[config.mk]
export PLATFORM = sky130hd
export DESIGN_NAME = timed_event_slot_table_unit
export DESIGN_NICKNAME = d
export VERILOG_FILES = /design/src/tevst_pkg.sv /design/src/tevst_ram.sv /design/src/tevst_live.sv /design/src/timed_event_slot_table_unit.sv
export VERILOG_INCLUDE_DIRS = /design/src /design/src/src
export SDC_FILE = /design/constraint.sdc
export NUM_CORES = 2
export LEC_CHECK = 0
export ABC_AREA = 1
export CAP_MARGIN = 30
export CORE_MARGIN = 5
export CORE_UTILIZATION = 29
export DETAILED_ROUTE_END_ITERATION = 10
export DONT_BUFFER_PORTS = 1
export GPL_TIMING_DRIVEN = 0
export HOLD_SLACK_MARGIN = 0.08
export PLACE_DENSITY = 0.41
export SKIP_LAST_GASP = 1
export SLEW_MARGIN = 30
export SYNTH_ARGS = -nofsm -noshare
export SYNTH_HDL_FRONTEND = slang
export SYNTH_HIERARCHICAL = 1
export SYNTH_SLANG_ARGS = --single-unit
[constraint.sdc]
create_clock -name clock -period 6.1 [get_ports clock]
set_input_delay 0.61 -clock clock [delete_from_list [all_inputs] [get_ports clock]]
set_output_delay 0.61 -clock clock [all_outputs]
set_load 0.005 [all_outputs]
[src/timed_event_slot_table_unit_macros.svh]
// ---------------------------------------------------------------------------
// Assertion macros for the timed event slot table unit
// Shorthand for clocked assertions with synchronous reset masking.
// ---------------------------------------------------------------------------
`ifndef TIMED_EVENT_SLOT_TABLE_UNIT_MACROS_SVH
`define TIMED_EVENT_SLOT_TABLE_UNIT_MACROS_SVH

// Consequent checked in the same cycle as the antecedent.
`define TEVST_ASSERT_NOW(label, ante, cons, msg) \
   label: assert property (@(posedge clock) disable iff (reset) (ante) |-> (cons)) \
      else $error(msg);

// Consequent checked in the cycle after the antecedent.
`define TEVST_ASSERT_NEXT(label, ante, cons, msg) \
   label: assert property (@(posedge clock) disable iff (reset) (ante) |=> (cons)) \
      else $error(msg);

`endif

[src/tevst_pkg.sv]
// ---------------------------------------------------------------------------
// Timed event slot table package
// Sizes, operation and result codes, controller states and the command
// bundle sent to the slot occupancy tracker.
// ---------------------------------------------------------------------------
`default_nettype none

package tevst_pkg;

   localparam int CAPACITY   = 32;
   localparam int SLOT_W     = (CAPACITY > 1) ? $clog2(CAPACITY) : 1;
   localparam int CNT_W      = $clog2(CAPACITY + 1);
   localparam int ID_W       = 32;
   localparam int TICK_W     = 32;
   localparam int WAIT_W     = 16;
   localparam int OUT_SLOT_W = 5;
   localparam int ENTRY_W    = ID_W + TICK_W;

   typedef enum logic [1:0] {
      OP_ADD    = 2'd0,
      OP_TICK   = 2'd1,
      OP_DELETE = 2'd2,
      OP_FLUSH  = 2'd3
   } op_type;

   typedef enum logic [2:0] {
      KIND_ADDED     = 3'd0,
      KIND_FULL      = 3'd1,
      KIND_EXPIRED   = 3'd2,
      KIND_DESTROYED = 3'd3,
      KIND_DELETED   = 3'd4,
      KIND_DONE      = 3'd5,
      KIND_REJECTED  = 3'd6
   } kind_type;

   typedef enum logic [2:0] {
      ST_IDLE,
      ST_ADD_CHECK,
      ST_ADD_SEARCH,
      ST_SCAN,
      ST_DRAIN,
      ST_FINISH,
      ST_DELETE
   } state_type;

   typedef struct packed {
      logic              set_en;
      logic [SLOT_W-1:0] set_slot;
      logic              clr_en;
      logic [SLOT_W-1:0] clr_slot;
      logic              clr_all;
   } live_cmd_type;

   // Slot numbers are reported modulo two to the power of the result field's width.
   function automatic logic [OUT_SLOT_W-1:0] out_slot_of(input logic [SLOT_W-1:0] s);
      logic [63:0] w;
      w = 64'(s);
      return w[OUT_SLOT_W-1:0];
   endfunction

endpackage

`default_nettype wire

[src/tevst_ram.sv]
// ---------------------------------------------------------------------------
// Generic single-port-write RAM
// One write port and one read port with a registered read.
// ---------------------------------------------------------------------------
`default_nettype none

module tevst_ram #(
   parameter int WIDTH = 8,
   parameter int DEPTH = 32
) (
   input  wire logic                     clock,
   input  wire logic                     wr_en,
   input  wire logic [$clog2(DEPTH)-1:0] wr_addr,
   input  wire logic [WIDTH-1:0]         wr_data,
   input  wire logic                     rd_en,
   input  wire logic [$clog2(DEPTH)-1:0] rd_addr,
   output logic      [WIDTH-1:0]         rd_data
);

   logic [WIDTH-1:0] mem_ff [DEPTH];
   logic [WIDTH-1:0] rd_data_ff;

   always_ff @(posedge clock) begin
      if (wr_en) begin
         mem_ff[wr_addr] <= wr_data;
      end
      if (rd_en) begin
         rd_data_ff <= mem_ff[rd_addr];
      end
   end

   assign rd_data = rd_data_ff;

endmodule

`default_nettype wire

[src/tevst_live.sv]
// ---------------------------------------------------------------------------
// Slot occupancy tracker
// Holds one live bit per slot, the live count and the rotating free hint.
// ---------------------------------------------------------------------------
`default_nettype none

module tevst_live (
   input  wire logic                           clock,
   input  wire logic                           reset,
   input  wire tevst_pkg::live_cmd_type        cmd,
   output logic      [tevst_pkg::CAPACITY-1:0] live,
   output logic      [tevst_pkg::CNT_W-1:0]    count,
   output logic      [tevst_pkg::SLOT_W-1:0]   hint
);
   import tevst_pkg::*;

   localparam logic [SLOT_W-1:0] LAST_SLOT = SLOT_W'(CAPACITY - 1);

   logic [CAPACITY-1:0] live_ff, live_in;
   logic [CNT_W-1:0]    count_ff, count_in;
   logic [SLOT_W-1:0]   hint_ff, hint_in;

   always_comb begin
      live_in  = live_ff;
      count_in = count_ff;
      hint_in  = hint_ff;
      if (cmd.clr_all) begin
         live_in  = '0;
         count_in = '0;
         hint_in  = '0;
      end else begin
         if (cmd.set_en && !live_ff[cmd.set_slot]) begin
            live_in[cmd.set_slot] = 1'b1;
            count_in = count_ff + CNT_W'(1);
            hint_in  = (cmd.set_slot == LAST_SLOT) ? '0 : cmd.set_slot + SLOT_W'(1);
         end
         // Freeing a slot below the hint pulls the hint back to it.
         if (cmd.clr_en && live_ff[cmd.clr_slot]) begin
            live_in[cmd.clr_slot] = 1'b0;
            count_in = count_ff - CNT_W'(1);
            if (cmd.clr_slot < hint_ff) begin
               hint_in = cmd.clr_slot;
            end
         end
      end
   end

   always_ff @(posedge clock) begin
      if (reset) begin
         live_ff  <= '0;
         count_ff <= '0;
         hint_ff  <= '0;
      end else begin
         live_ff  <= live_in;
         count_ff <= count_in;
         hint_ff  <= hint_in;
      end
   end

   assign live  = live_ff;
   assign count = count_ff;
   assign hint  = hint_ff;

endmodule

`default_nettype wire

[src/timed_event_slot_table_unit.sv]
// Tick and flush hold busy while one slot entry is read per cycle from the entry RAM,
// then pass a drain and a finish state; on an empty table either goes straight to finish.
// Add ends in its check state when rejected or full, else it searches with one occupancy
// probe per cycle until a free slot is found or none is; delete has its own state.
// Each result is registered and appears in the cycle after it is decided; the next
// transfer can start when the final result appears. Synchronous reset empties the
// table through the live bits and clears the clock, count and hint, not the entry RAM.
// ---------------------------------------------------------------------------
// Timed event slot table unit
// Controller and datapath around one entry RAM holding the id and due time
// of each slot, with a live-bit tracker beside it.
// ---------------------------------------------------------------------------
`default_nettype none
`include "timed_event_slot_table_unit_macros.svh"

module timed_event_slot_table_unit (
   input  wire logic        clock,
   input  wire logic        reset,
   input  wire logic        start,
   output logic             busy,
   input  wire logic [1:0]  req_op,
   input  wire logic [31:0] req_event_id,
   input  wire logic [15:0] req_wait_ticks,
   input  wire logic [15:0] req_advance_ticks,
   input  wire logic [4:0]  req_slot_index,
   output logic             rsp_valid,
   output logic      [2:0]  rsp_kind,
   output logic      [31:0] rsp_out_id,
   output logic      [4:0]  rsp_out_slot,
   output logic             rsp_last
);
   import tevst_pkg::*;

   localparam int                SUM_W     = SLOT_W + 1;
   localparam logic [SLOT_W-1:0] LAST_SLOT = SLOT_W'(CAPACITY - 1);

   state_type          state_ff, state_in;
   op_type             op_ff;
   logic [ID_W-1:0]    id_ff;
   logic [WAIT_W-1:0]  wait_ff;
   logic [4:0]         sidx_ff;
   logic [TICK_W-1:0]  now_ff;
   logic [SLOT_W-1:0]  k_ff, k_in;
   logic               p_valid_ff, p_valid_in;
   logic [SLOT_W-1:0]  p_slot_ff, p_slot_in;

   logic               rsp_valid_ff, rsp_valid_in;
   kind_type           rsp_kind_ff, rsp_kind_in;
   logic [ID_W-1:0]    rsp_id_ff, rsp_id_in;
   logic [OUT_SLOT_W-1:0] rsp_slot_ff, rsp_slot_in;
   logic               rsp_last_ff, rsp_last_in;

   live_cmd_type       cmd;
   logic [CAPACITY-1:0] live_vec;
   logic [CNT_W-1:0]   live_cnt;
   logic [SLOT_W-1:0]  free_hint;

   logic               wr_en, rd_en;
   logic [ENTRY_W-1:0] rd_data;
   logic [SUM_W-1:0]   probe_sum;
   logic [SLOT_W-1:0]  probe_slot;
   logic [ID_W-1:0]    ent_id;
   logic [TICK_W-1:0]  ent_due, diff;
   logic               hit;
   logic               accept;

   assign busy   = (state_ff != ST_IDLE);
   assign accept = start && !busy;

   tevst_live u_live (
      .clock (clock),
      .reset (reset),
      .cmd   (cmd),
      .live  (live_vec),
      .count (live_cnt),
      .hint  (free_hint)
   );

   tevst_ram #(
      .WIDTH (ENTRY_W),
      .DEPTH (CAPACITY)
   ) u_entry_ram (
      .clock   (clock),
      .wr_en   (wr_en),
      .wr_addr (probe_slot),
      .wr_data ({id_ff, now_ff + TICK_W'(wait_ff)}),
      .rd_en   (rd_en),
      .rd_addr (k_ff),
      .rd_data (rd_data)
   );

   // Free-slot search walks from the hint and wraps round the table.
   always_comb begin
      probe_sum = SUM_W'(free_hint) + SUM_W'(k_ff);
      if (probe_sum >= SUM_W'(CAPACITY)) begin
         probe_sum = probe_sum - SUM_W'(CAPACITY);
      end
      probe_slot = SLOT_W'(probe_sum);
   end

   // The entry read last cycle is judged now; only this slot is freed, so
   // reads of later slots never see a pending write.
   assign ent_id  = rd_data[ENTRY_W-1 -: ID_W];
   assign ent_due = rd_data[TICK_W-1:0];
   assign diff    = now_ff - ent_due;
   assign hit     = p_valid_ff && live_vec[p_slot_ff]
                    && ((op_ff == OP_FLUSH) || !diff[TICK_W-1]);

   always_comb begin
      state_in     = state_ff;
      k_in         = k_ff;
      p_valid_in   = 1'b0;
      p_slot_in    = k_ff;
      cmd          = '0;
      wr_en        = 1'b0;
      rd_en        = 1'b0;
      rsp_valid_in = 1'b0;
      rsp_kind_in  = KIND_DONE;
      rsp_id_in    = '0;
      rsp_slot_in  = '0;
      rsp_last_in  = 1'b0;

      if (hit) begin
         rsp_valid_in = 1'b1;
         rsp_kind_in  = (op_ff == OP_FLUSH) ? KIND_DESTROYED : KIND_EXPIRED;
         rsp_id_in    = ent_id;
         rsp_slot_in  = out_slot_of(p_slot_ff);
         cmd.clr_en   = 1'b1;
         cmd.clr_slot = p_slot_ff;
      end

      case (state_ff)
         ST_IDLE: begin
            if (start) begin
               k_in = '0;
               case (op_type'(req_op))
                  OP_ADD:    state_in = ST_ADD_CHECK;
                  OP_DELETE: state_in = ST_DELETE;
                  default:   state_in = (live_cnt != '0) ? ST_SCAN : ST_FINISH;
               endcase
            end
         end
         ST_ADD_CHECK: begin
            k_in = '0;
            if (id_ff == '0) begin
               rsp_valid_in = 1'b1;
               rsp_kind_in  = KIND_REJECTED;
               rsp_last_in  = 1'b1;
               state_in     = ST_IDLE;
            end else if (live_cnt >= CNT_W'(CAPACITY)) begin
               rsp_valid_in = 1'b1;
               rsp_kind_in  = KIND_FULL;
               rsp_last_in  = 1'b1;
               state_in     = ST_IDLE;
            end else begin
               state_in = ST_ADD_SEARCH;
            end
         end
         ST_ADD_SEARCH: begin
            if (!live_vec[probe_slot]) begin
               wr_en        = 1'b1;
               cmd.set_en   = 1'b1;
               cmd.set_slot = probe_slot;
               rsp_valid_in = 1'b1;
               rsp_kind_in  = KIND_ADDED;
               rsp_slot_in  = out_slot_of(probe_slot);
               rsp_last_in  = 1'b1;
               state_in     = ST_IDLE;
            end else if (k_ff == LAST_SLOT) begin
               rsp_valid_in = 1'b1;
               rsp_kind_in  = KIND_FULL;
               rsp_last_in  = 1'b1;
               state_in     = ST_IDLE;
            end else begin
               k_in = k_ff + SLOT_W'(1);
            end
         end
         ST_SCAN: begin
            rd_en      = 1'b1;
            p_valid_in = 1'b1;
            p_slot_in  = k_ff;
            if (k_ff == LAST_SLOT) begin
               state_in = ST_DRAIN;
            end else begin
               k_in = k_ff + SLOT_W'(1);
            end
         end
         ST_DRAIN: begin
            state_in = ST_FINISH;
         end
         ST_FINISH: begin
            rsp_valid_in = 1'b1;
            rsp_kind_in  = KIND_DONE;
            rsp_last_in  = 1'b1;
            cmd.clr_all  = (op_ff == OP_FLUSH);
            state_in     = ST_IDLE;
         end
         ST_DELETE: begin
            if ({3'b000, sidx_ff} < 8'(CAPACITY)) begin
               cmd.clr_en   = 1'b1;
               cmd.clr_slot = SLOT_W'(sidx_ff);
            end
            rsp_valid_in = 1'b1;
            rsp_kind_in  = KIND_DELETED;
            rsp_slot_in  = sidx_ff;
            rsp_last_in  = 1'b1;
            state_in     = ST_IDLE;
         end
         default: begin
            state_in = ST_IDLE;
         end
      endcase
   end

   always_ff @(posedge clock) begin
      if (reset) begin
         state_ff     <= ST_IDLE;
         now_ff       <= '0;
         p_valid_ff   <= 1'b0;
         rsp_valid_ff <= 1'b0;
      end else begin
         state_ff     <= state_in;
         p_valid_ff   <= p_valid_in;
         rsp_valid_ff <= rsp_valid_in;
         if (accept && (op_type'(req_op) == OP_TICK)) begin
            now_ff <= now_ff + TICK_W'(req_advance_ticks);
         end
      end
   end

   always_ff @(posedge clock) begin
      k_ff        <= k_in;
      p_slot_ff   <= p_slot_in;
      rsp_kind_ff <= rsp_kind_in;
      rsp_id_ff   <= rsp_id_in;
      rsp_slot_ff <= rsp_slot_in;
      rsp_last_ff <= rsp_last_in;
      if (accept) begin
         op_ff   <= op_type'(req_op);
         id_ff   <= req_event_id;
         wait_ff <= req_wait_ticks;
         sidx_ff <= req_slot_index;
      end
   end

   assign rsp_valid    = rsp_valid_ff;
   assign rsp_kind     = rsp_kind_ff;
   assign rsp_out_id   = rsp_id_ff;
   assign rsp_out_slot = rsp_slot_ff;
   assign rsp_last     = rsp_last_ff;

   `TEVST_ASSERT_NEXT(a_accept_busy, accept, busy, "accepted transfer did not raise busy")
   `TEVST_ASSERT_NOW(a_count_live, 1'b1, $countones(live_vec) == int'(live_cnt),
                     "live count mismatch")
   `TEVST_ASSERT_NOW(a_mid_kind, rsp_valid && !rsp_last,
                     rsp_kind == KIND_EXPIRED || rsp_kind == KIND_DESTROYED,
                     "bad non-final kind")
   `TEVST_ASSERT_NEXT(a_last_gap, rsp_valid && rsp_last, !rsp_valid,
                      "result right after final result")

endmodule

`default_nettype wire

==> implementation parameters <==
Parameter                              Value

Run status
  Result of the run ... complete, no violations

Floorplan
  Row cnt ... 210
  Area enclosed by the die boundary ... roughly 340000 µm²
  Initial cell density of the core ... 29.2%
  CORE AREA ... 328000 µm²
  Vertical die dimension ... 584 µm
  IO Count ... 117
  Die Span X ... 584 µm

STA
  Hold_ws ... 167 ps
  Min Tclk post-route ... 5740 ps
  Crit path setup slack, layout ... 365 ps
  Total of endpoints with negative setup slack in the final report ... 0
  Achievable frequency ... 0.174 GHz
  Final count of hold timing violations ... 0
  Sum of negative setup slack ... 0 ps
  Max-slew violation count ... 0
  Post-Route Skew ... 79.0 ps
  Worst-case headroom to the max-slew limit ... 25.7%
  Final Cycle Share ... between 90% and 100%
  Transition time at the pin with the least slew margin ... about 1100 ps

Synth
  Most used flip-flop cell after synthesis ... edfxtp_1
  Cells taking the most area after synthesis ... edfxtp_1, nand2_1, nand3_1
  Count of unique library cells instantiated by Yosys ... 56
  Async S/R FF share, synth ... 0%
  Number of synthesized register bits ... 2298
  Mean area per synthesized cell ... between 10 and 15 µm²
  Number of flops mapped to enable cells by yosys ... 2172
  Post-Syn Nets ... 8590
  Share of Yosys cell area claimed by the top area cell type ... 68.2%
  Share of the yosys chip area belonging to registers ... 70.8%
  Post-Synthesis Cells ... about 8400
  Post-synthesis cell area ... 95600 µm²
  Synthesis Warnings ... 6
  Cell type with the highest aggregate area in the netlist ... edfxtp_1

Power and ir drop
  Proportion of total power due to net switching ... 40.9%
  Clock Power Share ... between 20% and 30%
  Fraction of power consumed by sequential logic ... 34.6%
  Combinational share of power ... a little under two fifths
  Pleak ... about 43 nW
  Power spent charging and discharging nets ... 23.0 mW
  Pwr dens ... 476 nW/µm²
  Maximum VDD drop ... 0.205 mV
  Post-layout total power ... 56.3 mW
  Internal cell power ... about 33 mW

GRT
  Overall global routing resource usage ... 23.0%
  Global-route wire length before repair ... 551000 µm
  Residual overflow from global routing ... 0
  Initial antenna violation count ... 28
  Vias in the first global route ... 66056
  Pin count of the biggest net entering global routing ... 33

Worst setup path
  Maximum cell stage delay along the critical path ... 650 ps
  Crit Path Class ... register to register
  Cell depth of the worst flop-to-flop path ... 31
  Type of element launching the critical path ... register
  Slowest cell on the critical path ... nor3_1
  Worst setup EP type ... register
  Most frequent CP cell ... nand2_1
  Critical path fanouts, max ... 10
  Data required, critical path ... 6860 ps
  Data arrival, critical path ... 6490 ps

Clocking
  Clock-pin slew on the worst setup and hold paths ... 60 ps
  Cell chosen for the clock root ... clkbuf_16
  Number of H-tree levels ... 5
  Max Buffers Root-to-Sink ... 4
  TritonCTS clock tree ... yes
  Number of buffers inserted during clock tree synthesis ... 277
  Number of sinks handled by clock tree synthesis ... 2298
  Clk_lat worst skew ... 900 ps

Layout
  Fin nets ... 9249
  Fraction of final layout cells sized beyond drive strength 1 ... 12.9%
  Filler-free cell count of the finished design ... 13659
  Number of fill cells ... 32246
  Synth-to-layout area growth ... 23.7%

Placement
  Global placer's final weighted congestion ... 0.871
  Worst setup slack after placement ... -136 ps
  Half-perimeter wire length after placement ... 293000 µm
  I/O Buffers ... 0
  Cell total after placement ... 13099

Routing
  Routed wire length ... 404000 µm
  First-pass iteration count of the detailed router ... 6
  Drt initial violations ... 8165
  Residual antenna-violating net count after detailed routing ... 0
  Final routed wire length divided by cell count ... a little under 30 µm
  Vias per cell ... slightly above 5
  Via Count ... 70620
  DRC violation count after routing ... 0

Run
  Max-cap violation count ... 0

Worst hold path
  Cell depth of the worst min-delay path ... 3
  Type of the most critical hold path ... primary input to register
## timing repair
| action | in CTS | in global routing |
|---|---|---|
| gates resized for setup | 1 | 9 |
| hold buffers | 57 | 0 |
| setup endpoints to repair | 1 | 3 |
| hold endpoints to repair | 59 | 0 |
| buffers inserted | 0 | 1 |
## final timing paths
| kind | startpoint | endpoint | slack, ps |
|---|---|---|---|
| worst min-delay path | reset | u_live/live[27]$_SDFF_PP0_ | 170 |
| worst max-delay path | now_ff[26]$_SDFFE_PP0P_ | u_live/count[5]$_SDFFE_PP0P_ | 360 |
| worst min register to register | u_entry_ram/rd_data[47]$_DFFE_PP_ | rsp_out_id[15]$_SDFF_PP0_ | 480 |
| worst max register to register | now_ff[26]$_SDFFE_PP0P_ | u_live/count[5]$_SDFFE_PP0P_ | 360 |
## flip-flops by register name, indices dropped and copies added (netlist names)
name and flops:
id_ff 32, k_ff 5, now_ff 32, op_ff 2
p_slot_ff 5, p_valid_ff 1, rsp_kind 3, rsp_last 1
rsp_out_id 32, rsp_out_slot 5, rsp_valid 1, sidx_ff 5
state_ff 3, u_entry_ram/mem_ff 2048, u_entry_ram/rd_data 64, u_live/count 6
u_live/hint 5, u_live/live 32, wait_ff 16
## worst max-delay path: cells and delay by family (launching register included)
| family | cells | cell delay, ps |
|---|---|---|
| compound gates | 3 | 780 |
| fa+ha+maj | 2 | 620 |
| buf+inv | 5 | 780 |
| flops | 1 | 520 |
| simple gates | 21 | 2900 |
## Yosys cell counts, types with 12 or more instances
| master | n |
|---|---|
| nand2_1 | 2799 |
| edfxtp_1 | 2172 |
| nand3_1 | 1892 |
| buf_2 | 281 |
| inv_1 | 249 |
| nor2_1 | 194 |
| dfxtp_1 | 126 |
| a21oi_1 | 120 |
| o21ai_0 | 106 |
| clkbuf_1 | 81 |
| ha_1 | 81 |
| buf_1 | 52 |
| buf_4 | 38 |
| xor2_1 | 38 |
| nor3_1 | 29 |
| buf_6 | 23 |
| nand4_1 | 20 |
| xnor2_1 | 14 |
| o21ai_1 | 12 |
## area by class of cell
class	count	area, µm²	share of cell area (%)
Sequential cell	2298	67700	57.3
Multi-Input combinational cell	5387	25200	21.3
Timing Repair Buffer	380	7770	6.58
Clock buffer	357	7450	6.30
Tap cell	4346	5440	4.60
Buffer	480	2560	2.17
Clock inverter	127	1070	0.905
Inverter	266	1010	0.857
Antenna cell	18	45.0	0.0381
## per-stage QoR
step | cell area, µm² | util (%)
5_1_grt | 118000 | 36.0
2_1_floorplan | 95600 | -
3_3_place_gp | 101000 | 30.8
6_report | 118000 | 36.1
4_1_cts | 118000 | 36.0
3_5_place_dp | 109000 | 33.3
## cell usage in the layout (no fill, tap or decap), types with 13 or more instances in the layout
cell / count
nand2_1: 2799
edfxtp_1: 2172
nand3_1: 1892
buf_2: 293
clkbuf_16: 282
inv_1: 248
buf_16: 200
nor2_1: 161
dfxtp_1: 125
clkbuf_1: 124
a21oi_1: 120
o21ai_0: 102
ha_1: 80
buf_6: 65
dlygate4sd3_1: 57
clkinv_1: 56
buf_8: 54
buf_4: 48
buf_1: 39
clkinv_2: 38
nor2_4: 37
nor3_1: 27
xor2_4: 25
clkbuf_2: 22
nand4_1: 20
buf_12: 19
diode_2: 18
o21ai_2: 15
xor2_1: 13
## cells by family after synthesis
family	after synthesis	share of synthesized area (%)
simple gates	4969	22.2
flops	2298	70.8
buf+inv	746	3.69
compound gates	280	1.61
fa+ha+maj	85	1.14
xor+xnor	53	0.493
## power by group through the flow
stage	combinational [mW]	clock [mW]	sequential [mW]
after floorplan	9.84	0	19.8
after global placement	18.8	0	20.5
after detailed placement	20.6	0	19.8
after CTS	20.7	16.2	19.5
after global routing	22.1	16.8	19.5
final	21.0	15.9	19.4
## per-layer routing
| metal | vias up | GRT usage, % | routed length, µm |
|---|---|---|---|
| met5 | - | 0 | 0 |
| met1 | 36179 | 33.3 | 181000 |
| met2 | 3034 | 35.8 | 180000 |
| met3 | 551 | 2.99 | 29000 |
| li1 | 30856 | - | - |
| met4 | 0 | 7.00 | 13500 |
Power figures use the tool's default switching activity.
